$ cat src/hw/rtl/ctg_pkg.sv
// Shared types and constants of the color transition gradient core.
package ctg_pkg;

    localparam int COLOR_W           = 8;
    localparam int NUM_CH            = 4;
    localparam int STEPS_W           = 6;
    localparam int POS_W             = 6;
    localparam int QUOT_W            = COLOR_W + 1;
    localparam int DEFAULT_MAX_STEPS = 62;
    localparam int IN_DATA_W         = 2 * NUM_CH * COLOR_W;
    localparam int OUT_DATA_W        = 40;

    typedef logic [COLOR_W-1:0] chan_t;
    typedef chan_t [NUM_CH-1:0] color_t;

    // One run to generate: endpoints, step count and per-channel slope (floor quotient and
    // remainder of the channel difference divided by the step count)
    typedef struct packed {
        color_t                           from_color;
        color_t                           to_color;
        logic [STEPS_W-1:0]               steps;
        logic [NUM_CH-1:0][QUOT_W-1:0]    slope_quot;
        logic [NUM_CH-1:0][STEPS_W-1:0]   slope_rem;
    } job_t;

endpackage

$ cat src/hw/rtl/ctg_front.sv
// Front end: accepts color pairs and computes the per-channel slope with a serial divider.
module ctg_front #(
    parameter int MAX_STEPS = ctg_pkg::DEFAULT_MAX_STEPS
) (
    input  logic                            clk,
    input  logic                            rst_n,
    input  logic [ctg_pkg::STEPS_W-1:0]     steps,
    input  logic                            s_tvalid,
    output logic                            s_tready,
    input  logic [ctg_pkg::IN_DATA_W-1:0]   s_tdata,
    output logic                            job_valid,
    input  logic                            job_ready,
    output ctg_pkg::job_t                   job
);
    import ctg_pkg::*;

    localparam logic [1:0] ST_IDLE = 2'd0;
    localparam logic [1:0] ST_DIV  = 2'd1;
    localparam logic [1:0] ST_HOLD = 2'd2;

    localparam logic [STEPS_W-1:0] MAX_S = STEPS_W'(MAX_STEPS);
    localparam int CNT_W = $clog2(COLOR_W);

    logic [1:0]                         state_reg, state_next;
    logic [CNT_W-1:0]                   cnt_reg, cnt_next;
    color_t                             from_reg, to_reg;
    logic [STEPS_W-1:0]                 steps_reg;
    logic [NUM_CH-1:0]                  neg_reg;
    logic [NUM_CH-1:0][COLOR_W-1:0]     mag_reg;
    logic [NUM_CH-1:0][STEPS_W-1:0]     part_reg;

    logic [STEPS_W-1:0]                 steps_eff;
    color_t                             in_from, in_to;
    logic [NUM_CH-1:0][QUOT_W-1:0]      diff;
    logic [NUM_CH-1:0][STEPS_W:0]       trial;
    logic [NUM_CH-1:0]                  fits;
    logic                               accept;

    // Clamp the step count into 1..MAX_STEPS
    always_comb
    begin
        if (steps == '0)
        begin
            steps_eff = STEPS_W'(1);
        end
        else if (steps > MAX_S)
        begin
            steps_eff = MAX_S;
        end
        else
        begin
            steps_eff = steps;
        end
    end

    // Unpack the beat and form the channel differences
    always_comb
    begin
        for (int c = 0; c < NUM_CH; c++)
        begin
            in_from[c] = s_tdata[c*COLOR_W +: COLOR_W];
            in_to[c]   = s_tdata[(NUM_CH + c)*COLOR_W +: COLOR_W];
            diff[c]    = {1'b0, in_to[c]} - {1'b0, in_from[c]};
        end
    end

    // One restoring division step per cycle on each channel
    always_comb
    begin
        for (int c = 0; c < NUM_CH; c++)
        begin
            trial[c] = {part_reg[c], mag_reg[c][COLOR_W-1]};
            fits[c]  = (trial[c] >= {1'b0, steps_reg});
        end
    end

    assign s_tready  = (state_reg == ST_IDLE);
    assign accept    = s_tvalid && s_tready;
    assign job_valid = (state_reg == ST_HOLD);

    // Sequence: idle, divide, hold the result until the queue takes it
    always_comb
    begin
        state_next = state_reg;
        cnt_next   = cnt_reg;
        case (state_reg)
            ST_IDLE:
            begin
                if (accept)
                begin
                    state_next = ST_DIV;
                    cnt_next   = '0;
                end
            end
            ST_DIV:
            begin
                cnt_next = cnt_reg + 1'b1;
                if (cnt_reg == CNT_W'(COLOR_W - 1))
                begin
                    state_next = ST_HOLD;
                end
            end
            ST_HOLD:
            begin
                if (job_ready)
                begin
                    state_next = ST_IDLE;
                end
            end
            default:
            begin
                state_next = ST_IDLE;
            end
        endcase
    end

    always_ff @(posedge clk or negedge rst_n)
    begin
        if (!rst_n)
        begin
            state_reg <= ST_IDLE;
            cnt_reg   <= '0;
        end
        else
        begin
            state_reg <= state_next;
            cnt_reg   <= cnt_next;
        end
    end

    // Load operands on accept, shift the dividers while dividing
    always_ff @(posedge clk)
    begin
        if (accept)
        begin
            from_reg  <= in_from;
            to_reg    <= in_to;
            steps_reg <= steps_eff;
            for (int c = 0; c < NUM_CH; c++)
            begin
                neg_reg[c]  <= diff[c][QUOT_W-1];
                mag_reg[c]  <= diff[c][QUOT_W-1] ? COLOR_W'(-diff[c]) : diff[c][COLOR_W-1:0];
                part_reg[c] <= '0;
            end
        end
        else if (state_reg == ST_DIV)
        begin
            for (int c = 0; c < NUM_CH; c++)
            begin
                part_reg[c] <= fits[c] ? STEPS_W'(trial[c] - {1'b0, steps_reg})
                                       : trial[c][STEPS_W-1:0];
                mag_reg[c]  <= {mag_reg[c][COLOR_W-2:0], fits[c]};
            end
        end
    end

    // Turn the magnitude quotient into floor quotient and nonnegative remainder
    always_comb
    begin
        job.from_color = from_reg;
        job.to_color   = to_reg;
        job.steps      = steps_reg;
        for (int c = 0; c < NUM_CH; c++)
        begin
            if (!neg_reg[c])
            begin
                job.slope_quot[c] = {1'b0, mag_reg[c]};
                job.slope_rem[c]  = part_reg[c];
            end
            else if (part_reg[c] == '0)
            begin
                job.slope_quot[c] = -{1'b0, mag_reg[c]};
                job.slope_rem[c]  = '0;
            end
            else
            begin
                job.slope_quot[c] = -({1'b0, mag_reg[c]} + QUOT_W'(1));
                job.slope_rem[c]  = steps_reg - part_reg[c];
            end
        end
    end

endmodule

$ cat src/hw/rtl/ctg_fifo.sv
// Two-entry job queue between the front end and the run generator.
module ctg_fifo (
    input  logic            clk,
    input  logic            rst_n,
    input  logic            wr_valid,
    output logic            wr_ready,
    input  ctg_pkg::job_t   wr_job,
    output logic            rd_valid,
    input  logic            rd_ready,
    output ctg_pkg::job_t   rd_job
);
    import ctg_pkg::*;

    job_t       mem_reg [2];
    logic       wr_ptr_reg, rd_ptr_reg;
    logic [1:0] count_reg, count_next;
    logic       push, pop;

    assign wr_ready = (count_reg != 2'd2);
    assign rd_valid = (count_reg != 2'd0);
    assign push     = wr_valid && wr_ready;
    assign pop      = rd_valid && rd_ready;
    assign rd_job   = mem_reg[rd_ptr_reg];

    always_comb
    begin
        count_next = count_reg;
        if (push && !pop)
        begin
            count_next = count_reg + 2'd1;
        end
        else if (pop && !push)
        begin
            count_next = count_reg - 2'd1;
        end
    end

    // Advance pointers and occupancy
    always_ff @(posedge clk or negedge rst_n)
    begin
        if (!rst_n)
        begin
            wr_ptr_reg <= 1'b0;
            rd_ptr_reg <= 1'b0;
            count_reg  <= 2'd0;
        end
        else
        begin
            if (push)
            begin
                wr_ptr_reg <= ~wr_ptr_reg;
            end
            if (pop)
            begin
                rd_ptr_reg <= ~rd_ptr_reg;
            end
            count_reg <= count_next;
        end
    end

    // Store the incoming job
    always_ff @(posedge clk)
    begin
        if (push)
        begin
            mem_reg[wr_ptr_reg] <= wr_job;
        end
    end

endmodule

$ cat src/hw/rtl/ctg_back.sv
// Run generator: walks one job and emits steps+2 colors, one beat per cycle unless the output stalls.
module ctg_back (
    input  logic                            clk,
    input  logic                            rst_n,
    input  logic                            job_valid,
    output logic                            job_ready,
    input  ctg_pkg::job_t                   job,
    output logic                            m_tvalid,
    input  logic                            m_tready,
    output logic [ctg_pkg::OUT_DATA_W-1:0]  m_tdata,
    output logic                            m_tlast
);
    import ctg_pkg::*;

    job_t                               job_reg;
    logic                               active_reg;
    logic [POS_W-1:0]                   pos_reg;
    logic [NUM_CH-1:0][QUOT_W-1:0]      acc_q_reg;
    logic [NUM_CH-1:0][STEPS_W-1:0]     acc_r_reg;

    logic                               m_tvalid_reg;
    color_t                             out_color_reg;
    logic [POS_W-1:0]                   out_pos_reg;
    logic                               out_last_reg;

    logic                               emit;
    logic                               is_last;
    color_t                             cur_color;
    logic [NUM_CH-1:0][STEPS_W:0]       r_sum;
    logic [NUM_CH-1:0]                  wrap;

    assign job_ready = !active_reg;
    assign emit      = active_reg && (!m_tvalid_reg || m_tready);
    assign is_last   = (pos_reg == POS_W'(job_reg.steps + STEPS_W'(1)));

    // Select the color of the current entry and the remainder carry for the next
    always_comb
    begin
        for (int c = 0; c < NUM_CH; c++)
        begin
            if (pos_reg == '0)
            begin
                cur_color[c] = job_reg.from_color[c];
            end
            else if (is_last)
            begin
                cur_color[c] = job_reg.to_color[c];
            end
            else
            begin
                cur_color[c] = job_reg.from_color[c] + acc_q_reg[c][COLOR_W-1:0];
            end
            r_sum[c] = {1'b0, acc_r_reg[c]} + {1'b0, job_reg.slope_rem[c]};
            wrap[c]  = (r_sum[c] >= {1'b0, job_reg.steps});
        end
    end

    // Control: take a job when idle, drop it after its last beat
    always_ff @(posedge clk or negedge rst_n)
    begin
        if (!rst_n)
        begin
            active_reg   <= 1'b0;
            m_tvalid_reg <= 1'b0;
        end
        else
        begin
            if (job_valid && !active_reg)
            begin
                active_reg <= 1'b1;
            end
            else if (emit && is_last)
            begin
                active_reg <= 1'b0;
            end
            if (emit)
            begin
                m_tvalid_reg <= 1'b1;
            end
            else if (m_tready)
            begin
                m_tvalid_reg <= 1'b0;
            end
        end
    end

    // Datapath: load the job, step the accumulators, fill the output register
    always_ff @(posedge clk)
    begin
        if (job_valid && !active_reg)
        begin
            job_reg   <= job;
            pos_reg   <= '0;
            acc_q_reg <= '0;
            acc_r_reg <= '0;
        end
        else if (emit)
        begin
            pos_reg <= pos_reg + POS_W'(1);
            for (int c = 0; c < NUM_CH; c++)
            begin
                acc_q_reg[c] <= acc_q_reg[c] + job_reg.slope_quot[c] + QUOT_W'(wrap[c]);
                acc_r_reg[c] <= wrap[c] ? STEPS_W'(r_sum[c] - {1'b0, job_reg.steps})
                                        : r_sum[c][STEPS_W-1:0];
            end
        end
        if (emit)
        begin
            out_color_reg <= cur_color;
            out_pos_reg   <= pos_reg;
            out_last_reg  <= is_last;
        end
    end

    assign m_tvalid = m_tvalid_reg;
    assign m_tlast  = out_last_reg;
    assign m_tdata  = {(OUT_DATA_W - NUM_CH*COLOR_W - POS_W)'(0), out_pos_reg, out_color_reg};

endmodule

$ cat src/hw/rtl/color_transition_gradient_core.sv
// Color transition gradient core: top level with step register, front end, queue and back end.
//
// Each input beat carries a pair of RGBA colors; the core answers with a run of steps+2
// output beats: the start color, steps interpolated colors from + floor((to-from)*j/steps),
// and the end color, which closes the run with tlast set. The steps register is clamped to
// 1..MAX_STEPS when a pair is taken. A pair occupies the front end while it is accepted,
// while a bit-serial divider forms each channel's slope and until it is handed off into a
// two-entry queue; the front end can then accept the next pair while the back end emits
// steps+2 beats, one beat per cycle while the output is not stalled, and then loads the
// next job. The front end sets the pace for steps below 7, the back end for larger step
// counts. Output stalls hold the back end.
module color_transition_gradient_core #(
    parameter int MAX_STEPS = ctg_pkg::DEFAULT_MAX_STEPS
) (
    input  logic                            clk,
    input  logic                            rst_n,
    input  logic                            cfg_wen,
    input  logic [ctg_pkg::STEPS_W-1:0]     cfg_wdata,
    input  logic                            s_tvalid,
    output logic                            s_tready,
    // from_red, from_green, from_blue, from_alpha, to_red, to_green, to_blue, to_alpha
    input  logic [ctg_pkg::IN_DATA_W-1:0]   s_tdata,
    output logic                            m_tvalid,
    input  logic                            m_tready,
    // out_red, out_green, out_blue, out_alpha, position, zero pad
    output logic [ctg_pkg::OUT_DATA_W-1:0]  m_tdata,
    output logic                            m_tlast
);
    import ctg_pkg::*;

    logic [STEPS_W-1:0] steps_reg;
    logic               fq_valid, fq_ready, qb_valid, qb_ready;
    job_t               fq_job, qb_job;

    // Hold the step count register
    always_ff @(posedge clk or negedge rst_n)
    begin
        if (!rst_n)
        begin
            steps_reg <= STEPS_W'(1);
        end
        else if (cfg_wen)
        begin
            steps_reg <= cfg_wdata;
        end
    end

    ctg_front #(
        .MAX_STEPS (MAX_STEPS)
    ) u_front (
        .clk       (clk),
        .rst_n     (rst_n),
        .steps     (steps_reg),
        .s_tvalid  (s_tvalid),
        .s_tready  (s_tready),
        .s_tdata   (s_tdata),
        .job_valid (fq_valid),
        .job_ready (fq_ready),
        .job       (fq_job)
    );

    ctg_fifo u_fifo (
        .clk      (clk),
        .rst_n    (rst_n),
        .wr_valid (fq_valid),
        .wr_ready (fq_ready),
        .wr_job   (fq_job),
        .rd_valid (qb_valid),
        .rd_ready (qb_ready),
        .rd_job   (qb_job)
    );

    ctg_back u_back (
        .clk       (clk),
        .rst_n     (rst_n),
        .job_valid (qb_valid),
        .job_ready (qb_ready),
        .job       (qb_job),
        .m_tvalid  (m_tvalid),
        .m_tready  (m_tready),
        .m_tdata   (m_tdata),
        .m_tlast   (m_tlast)
    );

endmodule

$ cat config.mk
export PLATFORM = sky130hd
export DESIGN_NAME = color_transition_gradient_core
export DESIGN_NICKNAME = d
export VERILOG_FILES = /design/src/hw/rtl/ctg_pkg.sv /design/src/hw/rtl/ctg_front.sv /design/src/hw/rtl/ctg_fifo.sv /design/src/hw/rtl/ctg_back.sv /design/src/hw/rtl/color_transition_gradient_core.sv
export SDC_FILE = /design/constraint.sdc
export NUM_CORES = 1
export LEC_CHECK = 0
export ABC_AREA = 1
export BUFFER_PORTS_ARGS = -buffer_cell sky130_fd_sc_hd__buf_2
export CORE_ASPECT_RATIO = 0.6
export CORE_UTILIZATION = 61
export CTS_CLUSTER_SIZE = 12
export DETAILED_ROUTE_END_ITERATION = 7
export PLACE_DENSITY_LB_ADDON = 0.08
export SLEW_MARGIN = 40
export SYNTH_ARGS = -nofsm -noshare
export SYNTH_HDL_FRONTEND = slang
export SYNTH_SLANG_ARGS = --single-unit
$ cat constraint.sdc
create_clock -name clk -period 10 [get_ports clk]
set_clock_uncertainty 0.2 [all_clocks]
set_input_delay 3 -clock clk [delete_from_list [all_inputs] [get_ports clk]]
set_output_delay 3 -clock clk [all_outputs]
set_load 0.02 [all_outputs]
==> out/results.tsv <==
stage	metric	value	unit
routing	total detailed-routing wirelength	80500	um
timing	final worst-path cycle share	48.8	%
synthesis	synthesized area	32300	um^2
setup_path	WP buf/inv	5	
power_and_ir_drop	PwrDens	350	nW/um^2
global_routing	initial antenna violation count	2	
setup_path	CP Class	reg2reg	
floorplan	# rows	64	
final_layout	Area growth, synth to finish	9.45	%
placed_design	Placement Cell Area	33600	um^2
setup_path	Worst EP arrival	5.19	ns
routing	antenna viol nets, final	0	
setup_path	worst-path fanout max	7	
setup_path	Slowest-stage cell, CP	fa_1	
placed_design	post-DP HPWL	55500	um
clock_tree	Clock Sinks	626	
final_layout	design area	35300	um^2
synthesis	Synth Warn #	0	
placed_design	Cells after DPL	4086	
routing	drt first-iter violations	2427	
final_layout	max FFs per register	252	
synthesis	Netlist cell types	52	
timing	Rel. slew slack	43.6	%
global_routing	GRT Overall Usage	29.8	%
clock_tree	Clock Tree Buf Depth	3	
final_layout	most common cell after layout, fill and taps aside	nand2_1	
routing	Pre-Repair DR Iteration Count	8	
run	max cap viols	0	
clock_tree	Clock Latency Late Sink	0.62	ns
worst_hold_path	Worst Hold Class	reg2reg	
final_layout	share of layout cells above drive strength 1	6.69	%
power_and_ir_drop	leakage	15.8	nW
clock_tree	TritonCTS clock tree	built	
synthesis	Synth Area in Adders	9.35	%
synthesis	synthesized flop and latch total	626	
synthesis	Synth async-reset ratio	2.72	%
routing	drt wl/cell	19.2	um
synthesis	mux share of post-synthesis cell area	0	%
clock_tree	CTS Hold Bufs	0	
timing	fmax	0.205	GHz
global_routing	vias in the first global route	23100	
final_layout	commonest cells after routing, fill and taps aside	nand2_1 (1,017), edfxtp_1 (523), inv_1 (399), nand3_1 (256), ha_1 (190)	
timing	setup TNS	0	ns
run_status	status	finished clean	
global_routing	grt ovf	0	
timing	post-layout min period	4.88	ns
clock_tree	Root Buffer	clkbuf_16	
synthesis	Synth Area in Simple Gates	19.4	%
setup_path	crit-path leading delay family	adder cells	
timing	RSZ-0062 raised after global routing	no	
routing	via count	24000	
synthesis	sequential area share after synthesis	55.3	%
floorplan	initial core utilization	62.6	%
global_routing	first-pass GRT wire length	126000	um
synthesis	number of synthesized flops with an enable pin	523	
final_layout	nets@finish	3752	
floorplan	Die Height	180	um
clock_tree	Post CTS Setup Buffer Count	0	
floorplan	Ports	118	
placed_design	Port-buffer cells	115	
synthesis	Mapped Cells	3345	
setup_path	critical path endpoint category	register	
synthesis	largest family of logic cells by synthesized area	simple AND/OR/NAND/NOR gates	
floorplan	CORE AREA	51600	um^2
timing	endpoints failing setup	0	
synthesis	XOR/XNOR share of the synthesized area	3.87	%
clock_tree	clock-pin slew on the worst setup and hold paths	0.07	ns
setup_path	Startpoint Class	register	
global_routing	largest net degree at the start of global routing	73	
final_layout	n_diodes	0	
setup_path	max incr delay on CP	0.56	ns
timing	Worst Tran Pin Value	0.846	ns
final_layout	final std cells w/o fill	4192	
power_and_ir_drop	largest vdd supply drop	0.000268	V
routing	# DRC	0	
clock_tree	Num CTS Buffers	60	
synthesis	Avg Cell Area, Syn	9.65	um^2
setup_path	CP dominant cell by count	nand2_1	
final_layout	Fill cells	3885	
placed_design	GPL Wtd Cong	0.890	
setup_path	WP data required	10.31	ns
synthesis	top_reg_cell synth	edfxtp_1	
floorplan	Die ar.	53800	um^2
timing	Hold Vio Cnt, Final	0	
floorplan	Die Width	299	um
synthesis	Synth Area in Compound Gates	6.09	%
clock_tree	H-tree depth	2	
timing	final max-slew violation count	0	
routing	Avg Vias per Cell	5.73	
clock_tree	post-CTS sizing	0	
[synth_stat cells (20+ instances only)]
cell type	number	area, um^2
xor2_1	86	753
xnor2_1	53	464
dfxtp_1	86	1720
nand4_1	79	494
ha_1	190	2380
clkbuf_1	67	251
o21ai_1	22	110
nand3_1	256	1280
o22ai_1	20	125
nand2_1	1017	3820
o21ai_0	108	541
nor2_1	127	477
fa_1	32	641
inv_1	401	1510
a21oi_1	139	696
edfxtp_1	523	15700
[kinds of logic after synthesis]
group / after synthesis
other: 1
AOI/OAI and AO/OA: 353
adders and majority gates: 222
buffers and inverters: 496
and+or+nand+nor: 1506
DFF: 626
xor gates and xnor gates: 141
[area by class of cell]
class,count,area (um^2),area share (%)
well taps,693,867,2.46
inverters,405,1530,4.33
repair buffers,138,771,2.18
clock buffers,98,1680,4.77
clock inverters,8,68.8,0.195
flip-flops and latches,626,17900,50.6
multi-input cells,2224,12500,35.5
[final timing paths]
check,to,slack [ns],from,cells after the start
min,u_fifo.mem_reg[0][91],0.23,u_front.job[91],0
min in group asynchronous,u_back.m_tvalid,2.14,rst_n,1
max in group asynchronous,u_fifo.rd_ptr_reg,7.09,rst_n,1
max reg2reg,u_back.acc_q_reg[15],5.12,u_back.acc_r_reg[6],26
min reg2reg,u_fifo.mem_reg[0][91],0.23,u_front.job[91],0
max,u_back.acc_q_reg[15],5.12,u_back.acc_r_reg[6],26
[power by group]
part	switching [mW]	total (mW)	internal, mW
Sequential	0.509	4.27	3.76
Combinational	3.88	5.97	2.09
Clock	0.970	2.11	1.14
Total	5.36	12.4	6.99
[worst register-to-register path: cells and delay by family, from the launching register on]
family | cells | cell delay, ns
flops | 1 | 0.34
fa+ha+maj | 5 | 1.91
buf+inv | 5 | 0.35
compound gates | 2 | 0.30
xor+xnor | 1 | 0.26
simple gates | 13 | 1.44
[through the flow]
stage / hold slack (ns) / setup slack [ns] / util (%) / power (mW)
after floorplan: 0.221 / 3.07 / - / 8.49
after global placement: 0.223 / 4.57 / 65.0 / 9.88
after detailed placement: 0.230 / 4.51 / 65.1 / 10.2
after CTS: 0.222 / 5.15 / 68.5 / 12.3
after global routing: 0.244 / 4.84 / 68.5 / 13.3
final: 0.233 / 5.12 / 68.5 / 12.4
[routing by layer]
metal / part of all wire (%) / routed length (um) / GRT usage (%) / vias to the layer above
met5: 0.0050 / 4 / 0 / -
met4: 1.7 / 1370 / 6.18 / 2
met1: 46 / 37300 / 45.3 / 11400
met2: 44 / 35600 / 46.3 / 1003
li1: - / - / - / 11400
met3: 7.7 / 6210 / 3.63 / 130
No activity file was read; power rests on OpenSTA's default activity.
